`config.mk`:
```
export PLATFORM = sky130hd
export DESIGN_NAME = plti_ctrl
export DESIGN_NICKNAME = d
export VERILOG_FILES = /design/src/sv/plti_pkg.sv /design/src/sv/plti_ctrl.sv
export SDC_FILE = /design/constraint.sdc
export NUM_CORES = 1
export LEC_CHECK = 0
export BUFFER_PORTS_ARGS = -buffer_cell sky130_fd_sc_hd__clkbuf_2
export CAP_MARGIN = 25
export CORE_MARGIN = 2
export CORE_UTILIZATION = 30
export CTS_CLUSTER_DIAMETER = 60
export CTS_CLUSTER_SIZE = 24
export DETAILED_ROUTE_END_ITERATION = 7
export GPL_TIMING_DRIVEN = 0
export PLACE_DENSITY = 0.58
export SLEW_MARGIN = 30
export SYNTH_ARGS = -nofsm -noshare
export SYNTH_HDL_FRONTEND = slang
export SYNTH_SLANG_ARGS = --single-unit
```
`constraint.sdc`:
```
create_clock -name clk -period 3.8 [get_ports clk]
set_input_delay 0.95 -clock clk [delete_from_list [all_inputs] [get_ports clk]]
set_output_delay 0.95 -clock clk [all_outputs]
set_load 0.01 [all_outputs]
```
`src/sv/plti_pkg.sv`:
```
`timescale 1ns / 1ps
// ----------------------------------------------------------------------------
// plti_pkg
// Shared types, codes and helpers of the piecewise linear table interpolator:
// the table entry layout, controller states, and the command and status
// bundles that join the controller to the datapath.
// ----------------------------------------------------------------------------
package plti_pkg;

  // Default number of table entries.
  localparam int PLTI_TABLE_DEPTH = 64;

  // Field widths fixed by the interface.
  localparam int KEY_W   = 24;
  localparam int VAL_W   = 32;
  localparam int CNT_W   = 7;
  localparam int IDX_W   = 6;
  localparam int COL_W   = 2;
  localparam int PADDR_W = 3;
  localparam int PDATA_W = 32;
  localparam int QUO_W   = 32;
  localparam int DIVC_W  = 5;

  // Operation codes of an input transaction.
  localparam logic OP_WRITE  = 1'b0;
  localparam logic OP_LOOKUP = 1'b1;

  // Column codes of a lookup.
  localparam logic [COL_W-1:0] COL_FVF  = 2'd0;
  localparam logic [COL_W-1:0] COL_GOR  = 2'd1;
  localparam logic [COL_W-1:0] COL_VISC = 2'd2;
  localparam logic [COL_W-1:0] COL_ZFAC = 2'd3;

  // Register index of the entry count (paddr[2]).
  localparam logic REG_ENTRY_COUNT = 1'b0;

  // One table row: key and its four property values.
  typedef struct packed {
    logic [KEY_W-1:0] key;
    logic [VAL_W-1:0] fvf;
    logic [VAL_W-1:0] gor;
    logic [VAL_W-1:0] visc;
    logic [VAL_W-1:0] zfac;
  } entry_t;

  // Controller states.
  typedef enum logic [3:0] {
    ST_IDLE,
    ST_FIRST,
    ST_CHK_FIRST,
    ST_CHK_LAST,
    ST_SEARCH,
    ST_CHK_MID,
    ST_MUL,
    ST_ABS,
    ST_DIV,
    ST_FIN,
    ST_OUT
  } state_t;

  // Commands from the controller to the datapath.
  typedef struct packed {
    logic wr_entry;
    logic start;
    logic rd_first;
    logic rd_last;
    logic rd_mid;
    logic save_lo;
    logic save_hi;
    logic step;
    logic res_zero;
    logic res_rd;
    logic res_vlo;
    logic mul;
    logic abs_load;
    logic div_step;
    logic res_interp;
    logic out_load;
  } cmd_t;

  // Status from the datapath to the controller.
  typedef struct packed {
    logic empty;
    logic p_le_key;
    logic p_ge_key;
    logic gap_gt1;
    logic dx_bad;
    logic div_last;
    logic out_free;
  } sts_t;

  // Select the value column of a table row.
  function automatic logic [VAL_W-1:0] col_value(input entry_t e,
                                                  input logic [COL_W-1:0] col);
    logic [VAL_W-1:0] v;
    unique case (col)
      COL_FVF:  v = e.fvf;
      COL_GOR:  v = e.gor;
      COL_VISC: v = e.visc;
      COL_ZFAC: v = e.zfac;
      default:  v = e.zfac;
    endcase
    return v;
  endfunction

endpackage

```
`src/sv/plti_ctrl.sv`:
```
`timescale 1ns / 1ps
// ----------------------------------------------------------------------------
// plti_ctrl
// Sequencer of the interpolator. Takes input transactions, walks a lookup
// through the end checks, the binary search, the multiply and the divide,
// and hands the result to the output register.
// ----------------------------------------------------------------------------
module plti_ctrl
  import plti_pkg::*;
(
  input  logic clk,
  input  logic rst_n,
  input  logic in_valid,
  input  logic in_opcode,
  output logic in_ready,
  input  sts_t sts,
  output cmd_t cmd
);

  state_t state_r;
  state_t state_nxt;

  // State register.
  always_ff @(posedge clk) begin
    if (!rst_n) begin
      state_r <= ST_IDLE;
    end else begin
      state_r <= state_nxt;
    end
  end

  // Next state.
  always_comb begin
    state_nxt = state_r;
    unique case (state_r)
      ST_IDLE: begin
        if (in_valid && in_opcode == OP_LOOKUP) begin
          state_nxt = ST_FIRST;
        end
      end
      ST_FIRST: begin
        state_nxt = sts.empty ? ST_OUT : ST_CHK_FIRST;
      end
      ST_CHK_FIRST: begin
        state_nxt = sts.p_le_key ? ST_OUT : ST_CHK_LAST;
      end
      ST_CHK_LAST: begin
        state_nxt = sts.p_ge_key ? ST_OUT : ST_SEARCH;
      end
      ST_SEARCH: begin
        state_nxt = sts.gap_gt1 ? ST_CHK_MID : ST_MUL;
      end
      ST_CHK_MID: begin
        state_nxt = ST_SEARCH;
      end
      ST_MUL: begin
        state_nxt = sts.dx_bad ? ST_OUT : ST_ABS;
      end
      ST_ABS: begin
        state_nxt = ST_DIV;
      end
      ST_DIV: begin
        if (sts.div_last) begin
          state_nxt = ST_FIN;
        end
      end
      ST_FIN: begin
        state_nxt = ST_OUT;
      end
      ST_OUT: begin
        if (sts.out_free) begin
          state_nxt = ST_IDLE;
        end
      end
      default: begin
        state_nxt = ST_IDLE;
      end
    endcase
  end

  // Commands for the datapath.
  always_comb begin
    cmd      = '0;
    in_ready = 1'b0;
    unique case (state_r)
      ST_IDLE: begin
        in_ready     = 1'b1;
        cmd.wr_entry = in_valid && in_opcode == OP_WRITE;
        cmd.start    = in_valid && in_opcode == OP_LOOKUP;
      end
      ST_FIRST: begin
        cmd.res_zero = sts.empty;
        cmd.rd_first = !sts.empty;
      end
      ST_CHK_FIRST: begin
        cmd.res_rd  = sts.p_le_key;
        cmd.save_lo = !sts.p_le_key;
        cmd.rd_last = !sts.p_le_key;
      end
      ST_CHK_LAST: begin
        cmd.res_rd  = sts.p_ge_key;
        cmd.save_hi = !sts.p_ge_key;
      end
      ST_SEARCH: begin
        cmd.rd_mid = sts.gap_gt1;
      end
      ST_CHK_MID: begin
        cmd.step = 1'b1;
      end
      ST_MUL: begin
        cmd.res_vlo = sts.dx_bad;
        cmd.mul     = !sts.dx_bad;
      end
      ST_ABS: begin
        cmd.abs_load = 1'b1;
      end
      ST_DIV: begin
        cmd.div_step = 1'b1;
      end
      ST_FIN: begin
        cmd.res_interp = 1'b1;
      end
      ST_OUT: begin
        cmd.out_load = sts.out_free;
      end
      default: begin
        cmd = '0;
      end
    endcase
  end

endmodule

```
-- Word level (Yosys, flattened, before mapping)
Cells that the tools add are included.
W data, S select, Z words.
- reduce and logical (&&, ||, !) cells: 8
- bitwise operators: 1
- muxes and demuxes: 23
- equal/unequal tests: 13
- operator list (kind ; count):
    $pmux W4 S11 ; 1
    $mux W4 ; 7
    $eq A4 B3 Y1 const B ; 4
    $eq A4 B4 Y1 const B ; 3
    $mux W1 ; 11
    $eq A4 B2 Y1 const B ; 2
    $mux W2 ; 3
    $ne A2 B2 Y1 const B ; 3
    $eq A4 B1 Y1 const B ; 1
    $logic_not A1 Y1 ; 4
    $logic_not A4 Y1 ; 1
    $reduce_and A3 Y1 ; 1
    $logic_and A1 B1 Y1 ; 2
    $pmux W1 S2 ; 1
    $not A1 Y1 ; 1
- register bits after elaboration: 4

-- Logic depth before layout (Yosys ltp)
Gate-level depths: netlist of run 1.
- word-level depth: 3
- mapped depth: 5

-- Worst setup path before layout of run 1
OpenSTA, ideal clock, no wires.
- path type: input to output
- start point: in sts[5] in the netlist's numbering
- end point: out cmd[12] in the netlist's numbering
- setup slack: 1.205 ns
- stages: 2
- arrival time: 1.645 ns
- path buffers: 1
- cell sequence: nor4_1 -> buf_4
- RTL lines (item ; RTL line ; text):
    from (decl) ; plti_ctrl.sv:16 ; input sts_t sts,
    to (decl) ; plti_ctrl.sv:17 ; output cmd_t cmd

==> out/results.md, run 1 <==
| Quantity | Value |
|---|---|
| Result of the run | complete, no violations |
| H-tree depth | 1 |
| Flip-flop count of the largest register after layout | 4 |
| Combinational share of power | 70.7% |
| Area of the core region | 1710 µm² |
| Area after detailed placement | 711 µm² |
| Post-Syn Nets | 76 |
| Gpl congestion | 0.753 |
| Worst-Skew Late Latency | 0.24 ns |
| Worst Setup SP | sts[5] |
| Transition time at the pin with the least slew margin | 0.351 ns |
| Gate family responsible for the most delay along the worst path | buffers and inverters |
| Type of destination of the critical path | output pin |
| Top_reg_cell synth | sky130_fd_sc_hd__dfxtp_1 |
| Most common cell after layout, fill and taps aside | sky130_fd_sc_hd__clkbuf_2 |
| Root buffer cell | sky130_fd_sc_hd__clkbuf_4 |
| Psw | 0.000177 W |
| Clock input transition at the sequential cells of the worst setup and hold paths | 0.04 ns |
| Clk pwr share | 13.6% |
| Fraction of power spent switching nets | 44.1% |
| Pin count of the biggest net entering global routing | 11 |
| Layout Skew | 0.0100 ns |
| Global-route usage over all layers | 14.6% |
| Setup repair after global routing missed its margin | false |
| Number of nets at the end of the flow | 108 |
| Most frequent cells in the layout | sky130_fd_sc_hd__clkbuf_2 (27), sky130_fd_sc_hd__nor2_1 (8), sky130_fd_sc_hd__nor3_1 (5) |
| Number of distinct library cells after synthesis | 38 |
| Relative slew slack | 76.4% |
| Class of the worst hold path | register to register |
| Largest registers | state_r: 4 flops |
| CP bufs+invs | 3 |
| Origin of the worst min-delay path | state_r[3]$_SDFFE_PN0P_ |
| Top reg by flops | state_r |
| Cell count after synthesis | 65 |
| Via count | 604 |
| I/O pin count | 28 |
| Cell area after layout | 733 µm² |
| Grt ovf | 0 |
| Antenna violations before repair | 0 |
| Remaining antenna violation count after routing | 0 |
| Ant diodes | 0 |
| Summed negative setup slack over all endpoints | 0 ns |
| Power per cell area | 547 nW/µm² |
| Port Buf Inserts | 27 |
| Post-DR wirelength/cell | 12.2 µm |
| FF-to-FF Start | state_r[1]$_SDFFE_PN0P_ |
| Data arrival time at the worst-slack endpoint | 1.66 ns |
| Max-cap viol count | 0 |
| CTS Buffer Depth | 2 |
| Internal power contribution | 0.000224 W |
| Final number of max-transition violations | 0 |
| Vias in the first global route | 517 |
| Fraction of layout cells with a size suffix above 1 | 49.5% |
| Post-Synthesis Mean Instance Area | 8.37 µm² |
| Number of synthesized flops with an enable pin | 0 |
| Detailed-route vias per instance | 5.03 |
| CTS tree | done |
| Post-Synthesis Cell Area | 544 µm² |
| Slowest library cell on the worst path | sky130_fd_sc_hd__nor4_1 |
| #FFs+latches synth | 4 |
| Crit path required time | 2.85 ns |
| Cell mode on critical path | sky130_fd_sc_hd__clkbuf_2 |
| Horizontal die dimension | 46.6 µm |
| Post-synthesis async set-or-reset flop share | 0% |
| Number of hold-slack violations in the final timing report | 0 |
| Number of cells upsized or downsized after cts | 0 |
| HPWL after detailed placement | 1120 µm |
| Sequential group share of total power | 15.7% |
| Critical setup path kind | input pin to output pin |
| Effective utilization at floorplan | 31.9% |
| Standard-cell rows | 15 |
| Post-synthesis sequential area ratio | 14.7% |
| IR Drop Worst-Case VDD | 0.235 mV |
| Fill cell instance count of the final layout | 191 |
| Setup violations, final | 0 |
| First-pass GRT wire length | 2230 µm |
| Setup repair bufs after CTS | 0 |
| Detailed-router iteration count before antenna repair | 4 |
| Critical Path, Cell by Cell | clkbuf_2 > nor4_1 > buf_4 > clkbuf_2 |
| Hold-fix buffers, CTS | 0 |
| Die ar. | 2170 µm² |
| Highest cell delay on the worst timing path | 0.32 ns |
| Highest Clock Rate | 384 MHz |
| Worst Path Max Fanout | 3 |
| Final period demand of the worst path | 2.61 ns |
| Clock sinks | 4 |
| Drt total wl | 1460 µm |
| Violation count after the first detailed-route iteration | 18 |
| Leakage power of the design | 0.337 nW |
| Layout Area Growth over Synthesis | 34.7% |
| Post-route clock period utilization | 68.6% |
| Startpoint Class | input pin |
| Number of buffers added by the clock tree synthesis step | 3 |
| Drt drc | 0 |
| Ys Warns | 0 |
| Height of the chip | 46.6 µm |
## metrics by stage
stage               cells  setup WS (ns)  hold slack [ns]  total power [W]  utilization, %
CTS                   120           1.21            0.770         0.000403            42.9
global placement      117           1.20            0.753         0.000347            41.6
global route          120           1.12            0.794         0.000438            42.9
finish                120           1.19            0.769         0.000401            42.9
detailed placement    117           1.21            0.755         0.000347            41.6
floorplan              65           1.20            0.655         0.000279               -
## final cells by class
class	instances	area (µm²)	share of cell area [%]
Multi-Input combinational cell	52	394	53.8
Timing Repair Buffer	27	135	18.4
Sequential cell	4	80.1	10.9
Buffer	8	66.3	9.04
Tap cell	25	31.3	4.27
Clock buffer	3	22.5	3.07
Inverter	1	3.75	0.512
## Yosys cell counts, drive strengths merged, types with 2 or more instances
cell / count / area [µm²]
nor2: 9 / 41.3
buf: 8 / 66.3
nor3: 6 / 35.0
dfxtp: 4 / 80.1
nand2b: 3 / 26.3
nor4: 3 / 33.8
a21oi: 2 / 10.0
and3: 2 / 12.5
mux2i: 2 / 20.0
nand2: 2 / 7.51
nand3b: 2 / 15.0
nor3b: 2 / 15.0
o21ai: 2 / 10.0
## tightest hold or removal path, cell delays in order (launching register included)
cell and delay (ns):
sky130_fd_sc_hd__dfxtp_1 0.48, sky130_fd_sc_hd__buf_6 0.19, sky130_fd_sc_hd__nor3_1 0.06
## power by group through the flow
stage	Combinational, W	Clock [W]	Sequential, W
after floorplan	0.000218	0	0.0000610
after global placement	0.000284	0	0.0000632
after global routing	0.000314	0.0000609	0.0000632
after detailed placement	0.000283	0	0.0000636
final	0.000283	0.0000545	0.0000629
after CTS	0.000284	0.0000562	0.0000630
## worst paths after layout
kind | to | slack (ns) | cells past startpoint
max reg2reg | state_r[3]$_SDFFE_PN0P_ | 2.47 | 5
min | state_r[2]$_SDFFE_PN0P_ | 0.77 | 2
max | cmd[12] | 1.19 | 4
min reg2reg | state_r[2]$_SDFFE_PN0P_ | 0.77 | 2
## routing by layer
layer / up-vias / global-route usage [%] / wire length, µm
li1: 302 / - / -
met1: 270 / 18.7 / 629
met2: 30 / 22.5 / 697
met3: 2 / 5.49 / 108
met4: 0 / 4.57 / 23
met5: - / 0 / 0
## logic make-up after synthesis
| family | Yosys count | share of synthesized area, % |
|---|---|---|
| compound gates | 11 | 15.4 |
| buf+inv | 9 | 12.9 |
| flops | 4 | 14.7 |
| mux | 3 | 6.44 |
| simple gates | 38 | 50.6 |
No activity file was read; power rests on OpenSTA's default activity.
==> inputs of run 2 (changes only) <==
--- a/config.mk
+++ b/config.mk
@@ -13,7 +13,7 @@
 export CTS_CLUSTER_SIZE = 24
 export DETAILED_ROUTE_END_ITERATION = 7
 export GPL_TIMING_DRIVEN = 0
-export PLACE_DENSITY = 0.58
+export PLACE_DENSITY = 0.6
 export SLEW_MARGIN = 30
 export SYNTH_ARGS = -nofsm -noshare
 export SYNTH_HDL_FRONTEND = slang
==> constraint.sdc (replaced) <==
create_clock -name clk -period 2.2 [get_ports clk]
set_input_delay 0.55 -clock clk [delete_from_list [all_inputs] [get_ports clk]]
set_output_delay 0.55 -clock clk [all_outputs]
set_load 0.01 [all_outputs]
==> out/results.md, run 2 (synthesized netlist as in run 1, its figures left out) <==
| Quantity | Value | vs previous |
|---|---|---|
| Result of the run | complete, no violations | unchanged |
| Clk pwr share | 12.9% | was 13.6% |
| Fraction of layout cells with a size suffix above 1 | 49.5% | unchanged |
| Fraction of power spent switching nets | 43.6% | was 44.1% |
| Finished Layout Cells | 120 | unchanged |
| Number of buffers added by the clock tree synthesis step | 3 | unchanged |
| Layout Skew | 0.000842 ns | was 0.0100 ns |
| Post-DR wirelength/cell | 11.4 µm | was 12.2 µm |
| Setup violations, final | 0 | unchanged |
| Gpl congestion | 0.755 | was 0.753 |
| End point of the critical path | cmd[12] | unchanged |
| Height of the chip | 46.6 µm | unchanged |
| Capture point of the worst reg-to-reg path | state_r[3]$_SDFFE_PN0P_ | unchanged |
| Critical Path, Cell by Cell | buf_6 > buf_2 > nor4_1 > buf_4 > clkbuf_2 | was clkbuf_2 > nor4_1 > buf_4 > clkbuf_2 |
| Area of the core region | 1710 µm² | unchanged |
| Leakage power of the design | 0.337 nW | unchanged |
| Type of destination of the critical path | output pin | unchanged |
| CP bufs+invs | 4 | was 3 |
| Via count | 593 | was 604 |
| Sequential group share of total power | 15.8% | was 15.7% |
| Crit. path cell count | 5 | was 4 |
| Setup repair after global routing missed its margin | false | unchanged |
| Remaining antenna violation count after routing | 0 | unchanged |
| Relative slew slack | 75.8% | was 76.4% |
| Flip-flop count of the largest register after layout | 4 | unchanged |
| Ant diodes | 0 | unchanged |
| H-tree depth | 1 | unchanged |
| Top reg by flops | state_r | unchanged |
| Post-route clock period utilization | 94.2% |  |
| Pin count of the biggest net entering global routing | 11 | unchanged |
| Fill cell instance count of the final layout | 182 | was 191 |
| Vias in the first global route | 472 | was 517 |
| Violation count after the first detailed-route iteration | 1 | was 18 |
| Gate family responsible for the most delay along the worst path | buffers and inverters | unchanged |
| Layout Area Growth over Synthesis | 34.7% | unchanged |
| Setup repair bufs after CTS | 0 | unchanged |
| Area after detailed placement | 711 µm² | unchanged |
| Combinational share of power | 71.3% | was 70.7% |
| Crit path required time | 1.65 ns | was 2.85 ns |
| Port Buf Inserts | 27 | unchanged |
| HPWL after detailed placement | 1070 µm | was 1120 µm |
| Root buffer cell | sky130_fd_sc_hd__clkbuf_4 | unchanged |
| Effective utilization at floorplan | 31.9% | unchanged |
| Horizontal die dimension | 46.6 µm | unchanged |
| First-pass GRT wire length | 1990 µm | was 2230 µm |
| Data arrival time at the worst-slack endpoint | 1.52 ns | was 1.66 ns |
| Number of cells upsized or downsized after cts | 0 | unchanged |
| Slowest library cell on the worst path | sky130_fd_sc_hd__nor4_1 | unchanged |
| Worst r2r path cells | 5 | unchanged |
| Highest Clock Rate | 483 MHz |  |
| Transition time at the pin with the least slew margin | 0.360 ns | was 0.351 ns |
| Hold Crit Depth | 2 | unchanged |
| Standard-cell rows | 15 | unchanged |
| PnR Total Power | 0.000685 W | was 0.000401 W |
| Die ar. | 2170 µm² | unchanged |
| Clock sinks | 4 | unchanged |
| Summed negative setup slack over all endpoints | 0 ns | unchanged |
| Critical setup path kind | register to output pin | was input pin to output pin |
| Power per cell area | 935 nW/µm² | was 547 nW/µm² |
| Worst Setup SP | state_r[2]$_SDFFE_PN0P_ | was sts[5] |
| Clock input transition at the sequential cells of the worst setup and hold paths | 0.04 ns | about the same |
| Final period demand of the worst path | 2.07 ns |  |
| Hold-fix buffers, CTS | 0 | unchanged |
| Grt ovf | 0 | unchanged |
| FF-to-FF Start | state_r[1]$_SDFFE_PN0P_ | unchanged |
| Number of hold-slack violations in the final timing report | 0 | unchanged |
| Antenna violations before repair | 0 | unchanged |
| Number of nets at the end of the flow | 108 | unchanged |
| Cell area after layout | 733 µm² | unchanged |
| Placed insts | 117 | unchanged |
| Global-route usage over all layers | 12.6% | was 14.6% |
| CTS Buffer Depth | 2 | unchanged |
| Drt total wl | 1370 µm | was 1460 µm |
| Worst-Skew Late Latency | 0.23 ns | was 0.24 ns |
| I/O pin count | 28 | unchanged |
| Drt drc | 0 | unchanged |
| Final number of max-transition violations | 0 | unchanged |
| Most frequent cells in the layout | sky130_fd_sc_hd__clkbuf_2 (27), sky130_fd_sc_hd__nor2_1 (8), sky130_fd_sc_hd__nor3_1 (5) | unchanged |
| Startpoint Class | register | was input pin |
| IR Drop Worst-Case VDD | 0.520 mV | was 0.235 mV |
| Detailed-router iteration count before antenna repair | 4 | unchanged |
| Most common cell after layout, fill and taps aside | sky130_fd_sc_hd__clkbuf_2 | unchanged |
| CTS tree | done | unchanged |
| Max-cap viol count | 0 | unchanged |
| Internal power contribution | 0.000387 W | was 0.000224 W |
| Detailed-route vias per instance | 4.94 | was 5.03 |
| Highest cell delay on the worst timing path | 0.39 ns | was 0.32 ns |
| Psw | 0.000299 W | was 0.000177 W |
| Largest registers | state_r: 4 flops | unchanged |
| Class of the worst hold path | input pin to register | was register to register |
| Setup slack of the most critical reg-to-reg path | 0.87 ns | was 2.47 ns |
| Worst Path Max Fanout | 10 | was 3 |
## run 2: cell counts in the layout (fill, tap and decap cells not counted)
Identical to the previous run, type by type.
## run 2: how the worst min path moves through the flow
stage	start	end	slack, ns
final	rst_n	state_r[1]$_SDFFE_PN0P_	0.58
after global routing	rst_n	state_r[1]$_SDFFE_PN0P_	0.58
after CTS	rst_n	state_r[1]$_SDFFE_PN0P_	0.57
after detailed placement	state_r[2]$_SDFFE_PN0P_	state_r[0]$_SDFFE_PN0P_	0.75
after global placement	state_r[2]$_SDFFE_PN0P_	state_r[0]$_SDFFE_PN0P_	0.75
after floorplan	state_r[3]$_SDFFE_PN0P_	state_r[2]$_SDFFE_PN0P_	0.65
## run 2: power by group through the flow
stage               sequential, W  combinational [W]   clock, W
floorplan                0.000105           0.000377          0
global placement         0.000109           0.000490          0
detailed placement       0.000109           0.000490          0
CTS                      0.000108           0.000493  0.0000902
global route             0.000110           0.000531  0.0000942
finish                   0.000108           0.000489  0.0000887
## run 2: worst reg2reg max path, stage by stage (launching register included)
cell and delay, ns:
sky130_fd_sc_hd__dfxtp_1 0.30, sky130_fd_sc_hd__buf_6 0.14, sky130_fd_sc_hd__buf_2 0.20, sky130_fd_sc_hd__nand3b_1 0.16, sky130_fd_sc_hd__o22ai_1 0.12, sky130_fd_sc_hd__o41a_1 0.31
## run 2: area by class of cell
| type | count | area (µm²) | area share (%) |
|---|---|---|---|
| Multi-Input combinational cell | 52 | 394 | 53.8 |
| Timing Repair Buffer | 27 | 135 | 18.4 |
| Sequential cell | 4 | 80.1 | 10.9 |
| Buffer | 8 | 66.3 | 9.04 |
| Tap cell | 25 | 31.3 | 4.27 |
| Clock buffer | 3 | 22.5 | 3.07 |
| Inverter | 1 | 3.75 | 0.512 |
## run 2: per-layer routing
layer	up-vias	track usage [%]	wire (µm)
met1	281	17.4	624
met2	12	21.9	678
li1	300	-	-
met5	-	0	0
met3	0	1.57	62
met4	0	0	0
## run 2: per-stage QoR
stage / hold slack, ns / setup slack [ns] / util, %
2_1_floorplan: 0.655 / 0.314 / -
3_3_place_gp: 0.752 / 0.373 / 41.6
3_5_place_dp: 0.752 / 0.336 / 41.6
4_1_cts: 0.573 / 0.0942 / 42.9
5_1_grt: 0.576 / 0.0160 / 42.9
6_report: 0.576 / 0.128 / 42.9
